===== src/rtl/nta_pkg.sv =====
package nta_pkg;

    // table geometry
    localparam int ENTRIES = 16;
    localparam int IDX_W   = (ENTRIES > 1) ? $clog2(ENTRIES) : 1;

    // field widths
    localparam int OP_W     = 2;
    localparam int ID_W     = 8;
    localparam int WT_W     = 7;
    localparam int STATUS_W = 3;
    localparam int SLOT_W   = 4;
    localparam int EVICT_W  = 5;

    // configuration port
    localparam int PADDR_W = 4;
    localparam int PDATA_W = 32;

    // register reset values
    localparam logic [WT_W-1:0] THRESHOLD_RST = 7'd50;
    localparam logic [WT_W-1:0] INCREMENT_RST = 7'd10;
    localparam logic [WT_W-1:0] CAP_RST       = 7'd100;

    localparam logic [EVICT_W-1:0] EVICT_MAX = '1;
    localparam logic [IDX_W-1:0]   LAST_IDX  = IDX_W'(ENTRIES - 1);

    // register indexes (word address)
    typedef enum logic [1:0] {
        REG_THRESHOLD = 2'd0,
        REG_INCREMENT = 2'd1,
        REG_CAP       = 2'd2
    } reg_idx_t;

    typedef enum logic [OP_W-1:0] {
        OP_RECV  = 2'd0,
        OP_TICK  = 2'd1,
        OP_QUERY = 2'd2,
        OP_NONE  = 2'd3
    } op_t;

    typedef enum logic [STATUS_W-1:0] {
        ST_UPDATED  = 3'd0,
        ST_INSERTED = 3'd1,
        ST_FULL     = 3'd2,
        ST_TICK     = 3'd3,
        ST_HIT      = 3'd4,
        ST_MISS     = 3'd5
    } status_t;

    typedef enum logic [2:0] {
        S_IDLE   = 3'b001,
        S_SCAN   = 3'b010,
        S_FINISH = 3'b100
    } state_t;

    typedef struct packed {
        logic [WT_W-1:0] threshold;
        logic [WT_W-1:0] increment;
        logic [WT_W-1:0] cap;
    } cfg_t;

    // controller -> datapath
    typedef struct packed {
        logic start;
        logic step;
        logic load_out;
    } cmd_t;

    // datapath -> controller
    typedef struct packed {
        logic scan_done;
    } sts_t;

endpackage


===== src/rtl/nta_regs.sv =====
module nta_regs (
    input  logic                          aclk,
    input  logic                          aresetn,
    input  logic                          psel,
    input  logic                          penable,
    input  logic                          pwrite,
    input  logic [nta_pkg::PADDR_W-1:0]   paddr,
    input  logic [nta_pkg::PDATA_W-1:0]   pwdata,
    output logic [nta_pkg::PDATA_W-1:0]   prdata,
    output logic                          pready,
    output nta_pkg::cfg_t                 cfg
);

    logic [nta_pkg::WT_W-1:0] threshold_reg;
    logic [nta_pkg::WT_W-1:0] increment_reg;
    logic [nta_pkg::WT_W-1:0] cap_reg;
    logic                     wr_en;
    logic [1:0]               word_addr;

    assign pready    = 1'b1;
    assign wr_en     = psel & penable & pwrite;
    assign word_addr = paddr[3:2];

    // register writes
    always_ff @(posedge aclk) begin
        if (!aresetn) begin
            threshold_reg <= nta_pkg::THRESHOLD_RST;
            increment_reg <= nta_pkg::INCREMENT_RST;
            cap_reg       <= nta_pkg::CAP_RST;
        end else if (wr_en) begin
            unique case (word_addr)
                nta_pkg::REG_THRESHOLD: threshold_reg <= pwdata[nta_pkg::WT_W-1:0];
                nta_pkg::REG_INCREMENT: increment_reg <= pwdata[nta_pkg::WT_W-1:0];
                nta_pkg::REG_CAP:       cap_reg       <= pwdata[nta_pkg::WT_W-1:0];
                default: ;
            endcase
        end
    end

    // read mux
    always_comb begin
        unique case (word_addr)
            nta_pkg::REG_THRESHOLD: prdata = nta_pkg::PDATA_W'(threshold_reg);
            nta_pkg::REG_INCREMENT: prdata = nta_pkg::PDATA_W'(increment_reg);
            nta_pkg::REG_CAP:       prdata = nta_pkg::PDATA_W'(cap_reg);
            default:                prdata = '0;
        endcase
    end

    assign cfg.threshold = threshold_reg;
    assign cfg.increment = increment_reg;
    assign cfg.cap       = cap_reg;

endmodule


===== src/rtl/nta_ctrl.sv =====
module nta_ctrl (
    input  logic                       aclk,
    input  logic                       aresetn,
    input  logic                       s_valid,
    output logic                       s_ready,
    input  logic [nta_pkg::OP_W-1:0]   s_opcode,
    output logic                       m_valid,
    input  logic                       m_ready,
    output nta_pkg::cmd_t              cmd,
    input  nta_pkg::sts_t              sts
);

    nta_pkg::state_t state_reg, state_next;
    logic            m_valid_reg, m_valid_next;
    logic            out_free;

    assign s_ready  = (state_reg == nta_pkg::S_IDLE);
    assign m_valid  = m_valid_reg;
    assign out_free = !m_valid_reg || m_ready;

    // sequencer
    always_comb begin
        state_next   = state_reg;
        m_valid_next = m_valid_reg && !m_ready;
        cmd          = '0;
        unique case (state_reg)
            nta_pkg::S_IDLE: begin
                if (s_valid) begin
                    cmd.start = 1'b1;
                    if (s_opcode != nta_pkg::OP_NONE) begin
                        state_next = nta_pkg::S_SCAN;
                    end
                end
            end
            nta_pkg::S_SCAN: begin
                cmd.step = 1'b1;
                if (sts.scan_done) begin
                    state_next = nta_pkg::S_FINISH;
                end
            end
            nta_pkg::S_FINISH: begin
                if (out_free) begin
                    cmd.load_out = 1'b1;
                    m_valid_next = 1'b1;
                    state_next   = nta_pkg::S_IDLE;
                end
            end
            default: state_next = nta_pkg::S_IDLE;
        endcase
    end

    always_ff @(posedge aclk) begin
        if (!aresetn) begin
            state_reg   <= nta_pkg::S_IDLE;
            m_valid_reg <= 1'b0;
        end else begin
            state_reg   <= state_next;
            m_valid_reg <= m_valid_next;
        end
    end

endmodule


===== src/rtl/nta_dp.sv =====
module nta_dp (
    input  logic                           aclk,
    input  logic                           aresetn,
    input  nta_pkg::cfg_t                  cfg,
    input  nta_pkg::cmd_t                  cmd,
    output nta_pkg::sts_t                  sts,
    input  logic [nta_pkg::OP_W-1:0]       s_opcode,
    input  logic [nta_pkg::ID_W-1:0]       s_source_id,
    input  logic [nta_pkg::ID_W-1:0]       s_dest_id,
    input  logic [nta_pkg::ID_W-1:0]       s_query_key,
    output logic [nta_pkg::STATUS_W-1:0]   m_status,
    output logic [nta_pkg::SLOT_W-1:0]     m_slot,
    output logic [nta_pkg::ID_W-1:0]       m_entry_id,
    output logic [nta_pkg::WT_W-1:0]       m_entry_weight,
    output logic [nta_pkg::EVICT_W-1:0]    m_evicted_count
);

    localparam int N  = nta_pkg::ENTRIES;
    localparam int IW = nta_pkg::IDX_W;
    localparam int DW = nta_pkg::ID_W;
    localparam int WW = nta_pkg::WT_W;
    localparam int EW = nta_pkg::EVICT_W;

    // slot table
    logic          valid_reg   [N];
    logic          trusted_reg [N];
    logic          unread_reg  [N];
    logic [DW-1:0] id_reg      [N];
    logic [DW-1:0] target_reg  [N];
    logic [WW-1:0] weight_reg  [N];

    // latched item and scan state
    nta_pkg::op_t  op_reg;
    logic [DW-1:0] src_reg;
    logic [DW-1:0] dst_reg;
    logic [DW-1:0] key_reg;
    logic [IW-1:0] idx_reg;
    logic [EW-1:0] evict_reg, evict_next;

    // pending result
    nta_pkg::status_t         res_status_reg, res_status_next;
    logic [nta_pkg::SLOT_W-1:0] res_slot_reg, res_slot_next;
    logic [DW-1:0]            res_id_reg, res_id_next;
    logic [WW-1:0]            res_weight_reg, res_weight_next;
    logic [EW-1:0]            res_evict_reg, res_evict_next;

    // output beat
    logic [nta_pkg::STATUS_W-1:0] out_status_reg;
    logic [nta_pkg::SLOT_W-1:0]   out_slot_reg;
    logic [DW-1:0]                out_id_reg;
    logic [WW-1:0]                out_weight_reg;
    logic [EW-1:0]                out_evict_reg;

    // current slot view
    logic          cur_valid, cur_trusted, cur_unread;
    logic [DW-1:0] cur_id, cur_target;
    logic [WW-1:0] cur_weight;
    logic          id_match, tgt_match, is_last;
    logic [WW:0]   upd_sum;
    logic [WW-1:0] upd_weight, ins_weight, dec_weight;
    logic          done;
    logic          wr_upd, wr_ins, wr_tick, clr_unread;

    assign cur_valid   = valid_reg[idx_reg];
    assign cur_trusted = trusted_reg[idx_reg];
    assign cur_unread  = unread_reg[idx_reg];
    assign cur_id      = id_reg[idx_reg];
    assign cur_target  = target_reg[idx_reg];
    assign cur_weight  = weight_reg[idx_reg];

    assign id_match  = cur_valid && (cur_id == src_reg);
    assign tgt_match = cur_valid && (cur_target == key_reg);
    assign is_last   = (idx_reg == nta_pkg::LAST_IDX);

    // weight arithmetic
    assign upd_sum    = {1'b0, cur_weight} + {1'b0, cfg.increment};
    assign upd_weight = (upd_sum > {1'b0, cfg.cap}) ? cfg.cap : upd_sum[WW-1:0];
    assign ins_weight = (cfg.increment > cfg.cap) ? cfg.cap : cfg.increment;
    assign dec_weight = (cur_weight != '0) ? (cur_weight - WW'(1)) : '0;

    // per-slot decision
    always_comb begin
        done            = 1'b0;
        wr_upd          = 1'b0;
        wr_ins          = 1'b0;
        wr_tick         = 1'b0;
        clr_unread      = 1'b0;
        evict_next      = evict_reg;
        res_status_next = nta_pkg::ST_MISS;
        res_slot_next   = '0;
        res_id_next     = '0;
        res_weight_next = '0;
        res_evict_next  = '0;
        unique case (op_reg)
            nta_pkg::OP_RECV: begin
                if (id_match) begin
                    done            = 1'b1;
                    wr_upd          = 1'b1;
                    res_status_next = nta_pkg::ST_UPDATED;
                    res_slot_next   = nta_pkg::SLOT_W'(idx_reg);
                    res_id_next     = cur_id;
                    res_weight_next = upd_weight;
                end else if (!cur_valid) begin
                    done            = 1'b1;
                    wr_ins          = 1'b1;
                    res_status_next = nta_pkg::ST_INSERTED;
                    res_slot_next   = nta_pkg::SLOT_W'(idx_reg);
                    res_id_next     = src_reg;
                    res_weight_next = ins_weight;
                end else if (is_last) begin
                    done            = 1'b1;
                    res_status_next = nta_pkg::ST_FULL;
                end
            end
            nta_pkg::OP_TICK: begin
                wr_tick = cur_valid;
                if (cur_valid && (dec_weight == '0) && (evict_reg != nta_pkg::EVICT_MAX)) begin
                    evict_next = evict_reg + EW'(1);
                end
                done            = is_last;
                res_status_next = nta_pkg::ST_TICK;
                res_evict_next  = evict_next;
            end
            nta_pkg::OP_QUERY: begin
                if (tgt_match) begin
                    done            = 1'b1;
                    clr_unread      = cur_trusted && cur_unread;
                    res_status_next = (cur_trusted && cur_unread) ? nta_pkg::ST_HIT
                                                                  : nta_pkg::ST_MISS;
                    res_slot_next   = nta_pkg::SLOT_W'(idx_reg);
                    res_id_next     = cur_id;
                    res_weight_next = cur_weight;
                end else if (is_last) begin
                    done = 1'b1;
                end
            end
            default: done = 1'b1;
        endcase
    end

    assign sts.scan_done = done;

    // item latch, scan index and eviction count
    always_ff @(posedge aclk) begin
        if (cmd.start) begin
            op_reg    <= nta_pkg::op_t'(s_opcode);
            src_reg   <= s_source_id;
            dst_reg   <= s_dest_id;
            key_reg   <= s_query_key;
            idx_reg   <= '0;
            evict_reg <= '0;
        end else if (cmd.step) begin
            evict_reg <= evict_next;
            if (!done) begin
                idx_reg <= idx_reg + IW'(1);
            end
        end
    end

    // slot flags
    always_ff @(posedge aclk) begin
        if (!aresetn) begin
            for (int i = 0; i < N; i++) begin
                valid_reg[i]   <= 1'b0;
                trusted_reg[i] <= 1'b0;
                unread_reg[i]  <= 1'b0;
            end
        end else if (cmd.step) begin
            if (wr_upd) begin
                unread_reg[idx_reg] <= 1'b1;
            end
            if (wr_ins) begin
                valid_reg[idx_reg]   <= 1'b1;
                trusted_reg[idx_reg] <= 1'b0;
                unread_reg[idx_reg]  <= 1'b1;
            end
            if (wr_tick) begin
                if (dec_weight == '0) begin
                    valid_reg[idx_reg]   <= 1'b0;
                    trusted_reg[idx_reg] <= 1'b0;
                    unread_reg[idx_reg]  <= 1'b0;
                end else begin
                    trusted_reg[idx_reg] <= (dec_weight > cfg.threshold);
                end
            end
            if (clr_unread) begin
                unread_reg[idx_reg] <= 1'b0;
            end
        end
    end

    // slot payload
    always_ff @(posedge aclk) begin
        if (cmd.step) begin
            if (wr_upd) begin
                target_reg[idx_reg] <= dst_reg;
                weight_reg[idx_reg] <= upd_weight;
            end
            if (wr_ins) begin
                id_reg[idx_reg]     <= src_reg;
                target_reg[idx_reg] <= dst_reg;
                weight_reg[idx_reg] <= ins_weight;
            end
            if (wr_tick) begin
                weight_reg[idx_reg] <= dec_weight;
            end
        end
    end

    // result capture and output beat
    always_ff @(posedge aclk) begin
        if (cmd.step && done) begin
            res_status_reg <= res_status_next;
            res_slot_reg   <= res_slot_next;
            res_id_reg     <= res_id_next;
            res_weight_reg <= res_weight_next;
            res_evict_reg  <= res_evict_next;
        end
        if (cmd.load_out) begin
            out_status_reg <= res_status_reg;
            out_slot_reg   <= res_slot_reg;
            out_id_reg     <= res_id_reg;
            out_weight_reg <= res_weight_reg;
            out_evict_reg  <= res_evict_reg;
        end
    end

    assign m_status        = out_status_reg;
    assign m_slot          = out_slot_reg;
    assign m_entry_id      = out_id_reg;
    assign m_entry_weight  = out_weight_reg;
    assign m_evicted_count = out_evict_reg;

endmodule


===== src/rtl/neighbor_table_with_aging_core.sv =====
// Channel   | Direction | Ports                                               | Accepted when
// ----------+-----------+-----------------------------------------------------+--------------------
// input     | in        | s_opcode s_source_id s_dest_id s_query_key          | s_valid & s_ready
// result    | out       | m_status m_slot m_entry_id m_entry_weight m_evicted_count | m_valid & m_ready
// config    | in        | psel penable pwrite paddr pwdata prdata pready      | psel & penable & pwrite
//
// One beat in, one beat out (opcode 3 is taken and gives nothing).
// Receive and query scan slots one per cycle until a match or, for a receive,
// a free slot; a tick always walks all 16 slots.
// The scan through the slot table is the limit; one slot is read per cycle.
// A finished beat waits in the output register; a new item is taken meanwhile.
// Reset (aresetn, synchronous) empties the table and restores the registers.
module neighbor_table_with_aging_core (
    input  logic                           aclk,
    input  logic                           aresetn,
    input  logic                           s_valid,
    output logic                           s_ready,
    input  logic [nta_pkg::OP_W-1:0]       s_opcode,
    input  logic [nta_pkg::ID_W-1:0]       s_source_id,
    input  logic [nta_pkg::ID_W-1:0]       s_dest_id,
    input  logic [nta_pkg::ID_W-1:0]       s_query_key,
    output logic                           m_valid,
    input  logic                           m_ready,
    output logic [nta_pkg::STATUS_W-1:0]   m_status,
    output logic [nta_pkg::SLOT_W-1:0]     m_slot,
    output logic [nta_pkg::ID_W-1:0]       m_entry_id,
    output logic [nta_pkg::WT_W-1:0]       m_entry_weight,
    output logic [nta_pkg::EVICT_W-1:0]    m_evicted_count,
    input  logic                           psel,
    input  logic                           penable,
    input  logic                           pwrite,
    input  logic [nta_pkg::PADDR_W-1:0]    paddr,
    input  logic [nta_pkg::PDATA_W-1:0]    pwdata,
    output logic [nta_pkg::PDATA_W-1:0]    prdata,
    output logic                           pready
);

    nta_pkg::cfg_t cfg;
    nta_pkg::cmd_t cmd;
    nta_pkg::sts_t sts;

    nta_regs u_regs (
        .aclk    (aclk),
        .aresetn (aresetn),
        .psel    (psel),
        .penable (penable),
        .pwrite  (pwrite),
        .paddr   (paddr),
        .pwdata  (pwdata),
        .prdata  (prdata),
        .pready  (pready),
        .cfg     (cfg)
    );

    nta_ctrl u_ctrl (
        .aclk     (aclk),
        .aresetn  (aresetn),
        .s_valid  (s_valid),
        .s_ready  (s_ready),
        .s_opcode (s_opcode),
        .m_valid  (m_valid),
        .m_ready  (m_ready),
        .cmd      (cmd),
        .sts      (sts)
    );

    nta_dp u_dp (
        .aclk            (aclk),
        .aresetn         (aresetn),
        .cfg             (cfg),
        .cmd             (cmd),
        .sts             (sts),
        .s_opcode        (s_opcode),
        .s_source_id     (s_source_id),
        .s_dest_id       (s_dest_id),
        .s_query_key     (s_query_key),
        .m_status        (m_status),
        .m_slot          (m_slot),
        .m_entry_id      (m_entry_id),
        .m_entry_weight  (m_entry_weight),
        .m_evicted_count (m_evicted_count)
    );

endmodule


===== config.mk =====
export PLATFORM = sky130hd
export DESIGN_NAME = neighbor_table_with_aging_core
export DESIGN_NICKNAME = d
export VERILOG_FILES = /design/src/rtl/nta_pkg.sv /design/src/rtl/nta_regs.sv /design/src/rtl/nta_ctrl.sv /design/src/rtl/nta_dp.sv /design/src/rtl/neighbor_table_with_aging_core.sv
export SDC_FILE = /design/constraint.sdc
export NUM_CORES = 1
export LEC_CHECK = 0
export BUFFER_PORTS_ARGS = -buffer_cell sky130_fd_sc_hd__buf_2
export CAP_MARGIN = 15
export CORE_MARGIN = 2
export CORE_UTILIZATION = 60
export CTS_CLUSTER_SIZE = 25
export DETAILED_ROUTE_END_ITERATION = 16
export GPL_ROUTABILITY_DRIVEN = 0
export MAX_ROUTING_LAYER = met4
export PLACE_DENSITY = 0.79
export SKIP_CTS_REPAIR_TIMING = 1
export SLEW_MARGIN = 30
export SYNTH_ARGS = -nofsm -noshare
export SYNTH_HDL_FRONTEND = slang
export SYNTH_SLANG_ARGS = --single-unit

===== constraint.sdc =====
create_clock -name aclk -period 5.36 [get_ports aclk]
set_input_delay 0.804 -clock aclk [delete_from_list [all_inputs] [get_ports aclk]]
set_output_delay 0.804 -clock aclk [all_outputs]
set_load 0.03 [all_outputs]

Yosys cells after proc, flatten, opt, wreduce, memory -nomap -nowiden --
Memory sizes are Yosys's and may differ from the RTL's. A register that Yosys moved wholly into a read port is not among the register bits. Cells that the tools add are included.
Word-level totals: register bits 114, bits in writable memories 416, output and inout port bits 62, memories 6
Memory list:
- u_dp.id_reg | depth 16, width 8, read ports 1, clocked after memory_dff 1, wr ports 1, RTL line nta_dp.sv:28 | logic [DW-1:0] id_reg [N];
- u_dp.target_reg | depth 16, width 8, read ports 1, clocked after memory_dff 1, wr ports 1, RTL line nta_dp.sv:29 | logic [DW-1:0] target_reg [N];
- u_dp.weight_reg | depth 16, width 7, read ports 1, clocked after memory_dff 1, wr ports 1, RTL line nta_dp.sv:30 | logic [WW-1:0] weight_reg [N];
- u_dp.trusted_reg | depth 16, width 1, read ports 1, clocked after memory_dff 1, wr ports 16, RTL line nta_dp.sv:26 | logic trusted_reg [N];
- u_dp.unread_reg | depth 16, width 1, read ports 1, clocked after memory_dff 1, wr ports 16, RTL line nta_dp.sv:27 | logic unread_reg [N];
- u_dp.valid_reg | depth 16, width 1, read ports 1, clocked after memory_dff 1, wr ports 16, RTL line nta_dp.sv:25 | logic valid_reg [N];
Operators by class: add/subtract/negate cells 4, $lt $le $gt $ge 3, eq/ne operators 16, multiplexer cells 106, bitwise logic cells 12, reduce and logical (&&, ||, !) cells 23
Operators with widths (count):
- two-way mux 4 bit | 18
- two-way mux 1 bit | 60
- two-way mux 7 bit | 8
- two-way mux 8 bit | 4
- two-way mux 3 bit | 8
- case mux 7 bit (3 select lines) | 1
- case mux 3 bit (3 select lines) | 2
- == test 8 bit | 2
- case mux 8 bit (2 select lines) | 1
- > comparator 7 bit | 2
- case mux 7 bit (2 select lines) | 1
- AND reduction 2 bit | 5
- bitwise OR 1 bit | 9
- adder 7 x 7 -> 8 bit | 1
- > comparator 8 x 7 -> 1 bit | 1
- case mux 4 bit (2 select lines) | 1
- logical AND 1 bit | 7
- logical NOT 7 bit | 1
- nonzero test 7 bit | 1
- subtractor 7 x 1 -> 7 bit (second input constant) | 1
- != test 2 x 1 -> 1 bit (second input constant) | 3
- adder 5 x 1 -> 5 bit (second input constant) | 1
- two-way mux 5 bit | 1
- != test 5 bit (second input constant) | 1
- other kinds (16) | 24

Logic depth before layout (Yosys ltp) --
word-level depth 13, depth in mapped cells 21

Modules after synthesis --
Synthesis repeated with hierarchy kept, for this count alone.
Unflattened totals: cells, all modules 1507, area, all modules 23201.0 um^2
By module, submodules not included:
- nta_dp | times used 1, cells an instance 1342, area an instance 21789.6 um^2, seq. area each 14674.1 um^2
- nta_regs | times used 1, cells an instance 142, area an instance 1209.9 um^2, seq. area each 420.4 um^2
- nta_ctrl | times used 1, cells an instance 23, area an instance 201.4 um^2, seq. area each 80.1 um^2

Worst setup path after synthesis --
No wires, ideal clock.
path type reg2reg, from register with a tool-made name, to memory u_dp.weight_reg[0][2] (netlist bit) (data pin), library setup time 0.216 ns, arrival time 4.545 ns, path slack 0.599 ns, stages on the path, launching flop included 20, period minus slack after synthesis 4.761 ns, cell sequence dfxtp_1 -> buf_4 -> mux4_2 -> nand2_1 -> and4_1 -> inv_1 -> ha_1 -> fa_1 -> a21o_1 -> a21oi_1 -> o21bai_1 -> a21oi_1 -> xnor2_1 -> ha_1 -> nand4_1 -> a21o_1 -> a311oi_1 -> nand2_1 -> a211oi_1 -> o31a_1
RTL lines (RTL line):
- end: declaration | nta_dp.sv:30

==> results.json <==
{
  "status": "completed",
  "antenna_found_initial": 0,
  "yosysSeqAreaShare_pct": 65.9,
  "diodes": 0,
  "synthMuxAreaShare_pct": 12.9,
  "fin_crit_ns": 5.10,
  "synth_cell_type_count": 73,
  "multiInputGateArea_um2": 7330,
  "path_cells": "buf_6, mux4_2, nand2_1, and4_1, inv_1, ha_1, a21o_1, a21oi_1, o21bai_1, a21o_1, and2_1, nor2_1, ha_1, o21a_1, nor2_1, a211oi_2, a311o_1, nor3_1, a211oi_1, o31a_2",
  "fin_crit_sh_pct": 95.2,
  "numCtsBuffers": 52,
  "synth_cells": 1528,
  "synthSimpleGateAreaFrac_pct": 6.76,
  "row_count": 71,
  "fin_ws_ns": 0.260,
  "synth_area_leaders": "edfxtp_1 58%, mux4_2 8.2%, dfxtp_1 7.5%, mux2i_1 4.3%, ha_1 1.9%",
  "hold_viol": 0,
  "numClockSinks": 534,
  "drv_cap": 0,
  "ant_nets": 0,
  "ioPinCount": 131,
  "min_to": "u_dp.key_reg[3]",
  "relSlewSlack_pct": 29.7,
  "numPortBuffers": 77,
  "dr_total_vias": 14100,
  "core_um2": 37800,
  "holdPathStages": 1,
  "remaining_drc_errors": 0,
  "grt_max_degree": 54,
  "drtPass1Iterations": 6,
  "synth_xor_area_share_pct": 1.07,
  "start_kind": "flop",
  "h-tree-depth": 2,
  "synth_compound_area_share_pct": 8.49,
  "ys_warn_count": 0,
  "ys.flop_type": "edfxtp_1",
  "die_w_um": 200,
  "wl_per_cell_um": 23.8,
  "area_growth_pct": 13.5,
  "ff_latch_area_um2": 15200,
  "synth_top_family_by_area": "multiplexers",
  "required_ns": 5.66,
  "placed_cell_area_um2": 24300,
  "hold_class": "in -> reg",
  "min-delay-start": "s_query_key[3]",
  "cp_max_fo": 16,
  "cts_buffer_depth": 3,
  "synth_edf_count": 448,
  "vias_per_cell": 6.34,
  "clkTransAtPathRegs_ns": 0.06,
  "critPathKind": "reg -> reg",
  "place_ws_ns": 0.0775,
  "synth_top_area_cell": "edfxtp_1",
  "synth_top_area_share_pct": 58.5,
  "finalSetupViolCount": 0,
  "synth_common_cells": "448 x edfxtp_1, 101 x nor2_1, 99 x mux2i_1",
  "p_leak_nw": 8.91,
  "tightest_slew_ns": 1.05,
  "totalNegativeSetupSlack_ns": 0,
  "hpwl_um": 34000,
  "routed_wl_um": 52900,
  "clk_latency_ns": 0.62,
  "end_kind": "flop",
  "die_height_um": 200,
  "fmax_mhz": 196,
  "stdcell_area_um2": 26100,
  "fillers": 2449,
  "power_density_nw_per_um2": 443,
  "synth.most_common_cell": "edfxtp_1",
  "drtIter0Drc": 1632,
  "track_usage_pct": 27.8,
  "finClkSkew_ns": 0.0329,
  "nets": 1776,
  "async_flop_share_pct": 0,
  "cts-root-buf": "clkbuf_16",
  "worst-r2r-setup-slack_ns": 0.26,
  "grt_pass1_vias": 13400,
  "layout-drive-gt1-share_pct": 21.5,
  "reg2reg_depth": 20,
  "synthesis.area_um2": 23000,
  "ir_drop_mv": 0.367,
  "drv_slew": 0,
  "grt-ovfl-total": 0,
  "ys_ff_latch": 534,
  "dieArea_um2": 39900,
  "synth_fa_ha_area_share_pct": 1.99,
  "cp_slowest_cell": "mux4_2",
  "initial_core_util_pct": 61.0,
  "cts_tree": "done",
  "synth_area_per_cell_um2": 15.1,
  "grt_pass1_wl_um": 79300,
  "critPathArrivalTime_ns": 5.40,
  "r2r-end": "u_dp.weight_reg[11][2]",
  "critPathMaxStageDelay_ns": 0.53
}
## report_power, final
| group | switching (mW) | internal (mW) |
|---|---|---|
| clock network | 1.53 | 2.23 |
| logic | 1.54 | 0.974 |
| registers | 0.218 | 5.06 |
## per-layer routing
metal,wire (um),share of wire [%],vias to the layer above,global-route usage [%]
li1,-,-,6230,-
met1,21800,41,6983,38.5
met2,24700,47,742,41.9
met3,4560,8.6,157,5.16
met4,1830,3.5,0,10.1
met5,0,0,-,-
## critical path: cells and delay by family, from the launching register on
kind / cells / cell delay [ns]
flops: 1 / 0.46
compound gates: 9 / 1.91
buf+inv: 2 / 0.33
mux: 1 / 0.53
simple gates: 6 / 1.00
fa+ha+maj: 2 / 0.56
## area by class of cell
cell class / instances / area share [%]
sequential: 534 / 58.1
multi-input combinational: 888 / 28.1
clock buffer: 62 / 5.16
timing repair buffer: 165 / 4.12
tap: 511 / 2.45
clock inverter: 35 / 1.61
inverter: 30 / 0.431
## kinds of logic after synthesis
logic type               after synthesis
AND/OR/NAND/NOR                      323
AO/OA/AOI/OAI                        284
flip-flops                           534
buffers and inverters                130
other                                  2
multiplexers                         191
adder cells (fa/ha/maj)               36
XOR/XNOR                              28
## stage by stage
step | std cells | util (%) | hold WS (ns) | power (mW)
3_3_place_gp | 2128 | 64.4 | 0.401 | 7.73
3_5_place_dp | 2128 | 64.4 | 0.405 | 7.82
2_1_floorplan | 1552 | - | 0.400 | 7.04
5_1_grt | 2225 | 69.2 | 0.344 | 12.0
4_1_cts | 2225 | 69.1 | 0.341 | 11.6
6_report | 2225 | 69.2 | 0.357 | 11.6
## worst max path at each step
| stage | end | slack [ns] |
|---|---|---|
| final | u_dp.weight_reg[11][2] | 0.26 |
| after detailed placement | u_dp.weight_reg[11][2] | 0.08 |
| after CTS | u_dp.weight_reg[11][2] | -0.01 |
| after global placement | u_dp.weight_reg[10][2] | 0.17 |
| after floorplan | u_dp.weight_reg[0][2] | 0.60 |
| after global routing | u_dp.weight_reg[12][2] | -0.006 |
## cell usage in the layout, fill, tap and decap left out, drive strengths merged, types with 5 or more instances in the layout
master	n
xnor2	12
a22oi	11
nand3	19
edfxtp	448
or2	5
nand4	9
nor2b	30
a31oi	29
mux2i	99
nor2	101
nand2b	10
ha	35
a311oi	6
clkinv	23
o22ai	5
nor3	15
or3	6
bufinv	9
inv	31
o31ai	13
clkbuf	62
mux2	8
and2	9
o21ai	62
mux4	84
nand2	91
a21boi	6
a21oi	46
o211ai	27
dfxtp	86
o31a	20
buf	165
a22o	12
and3	8
a21o	8
a221oi	6
xor2	16
conb	26
(Power assumes the default switching activity.)
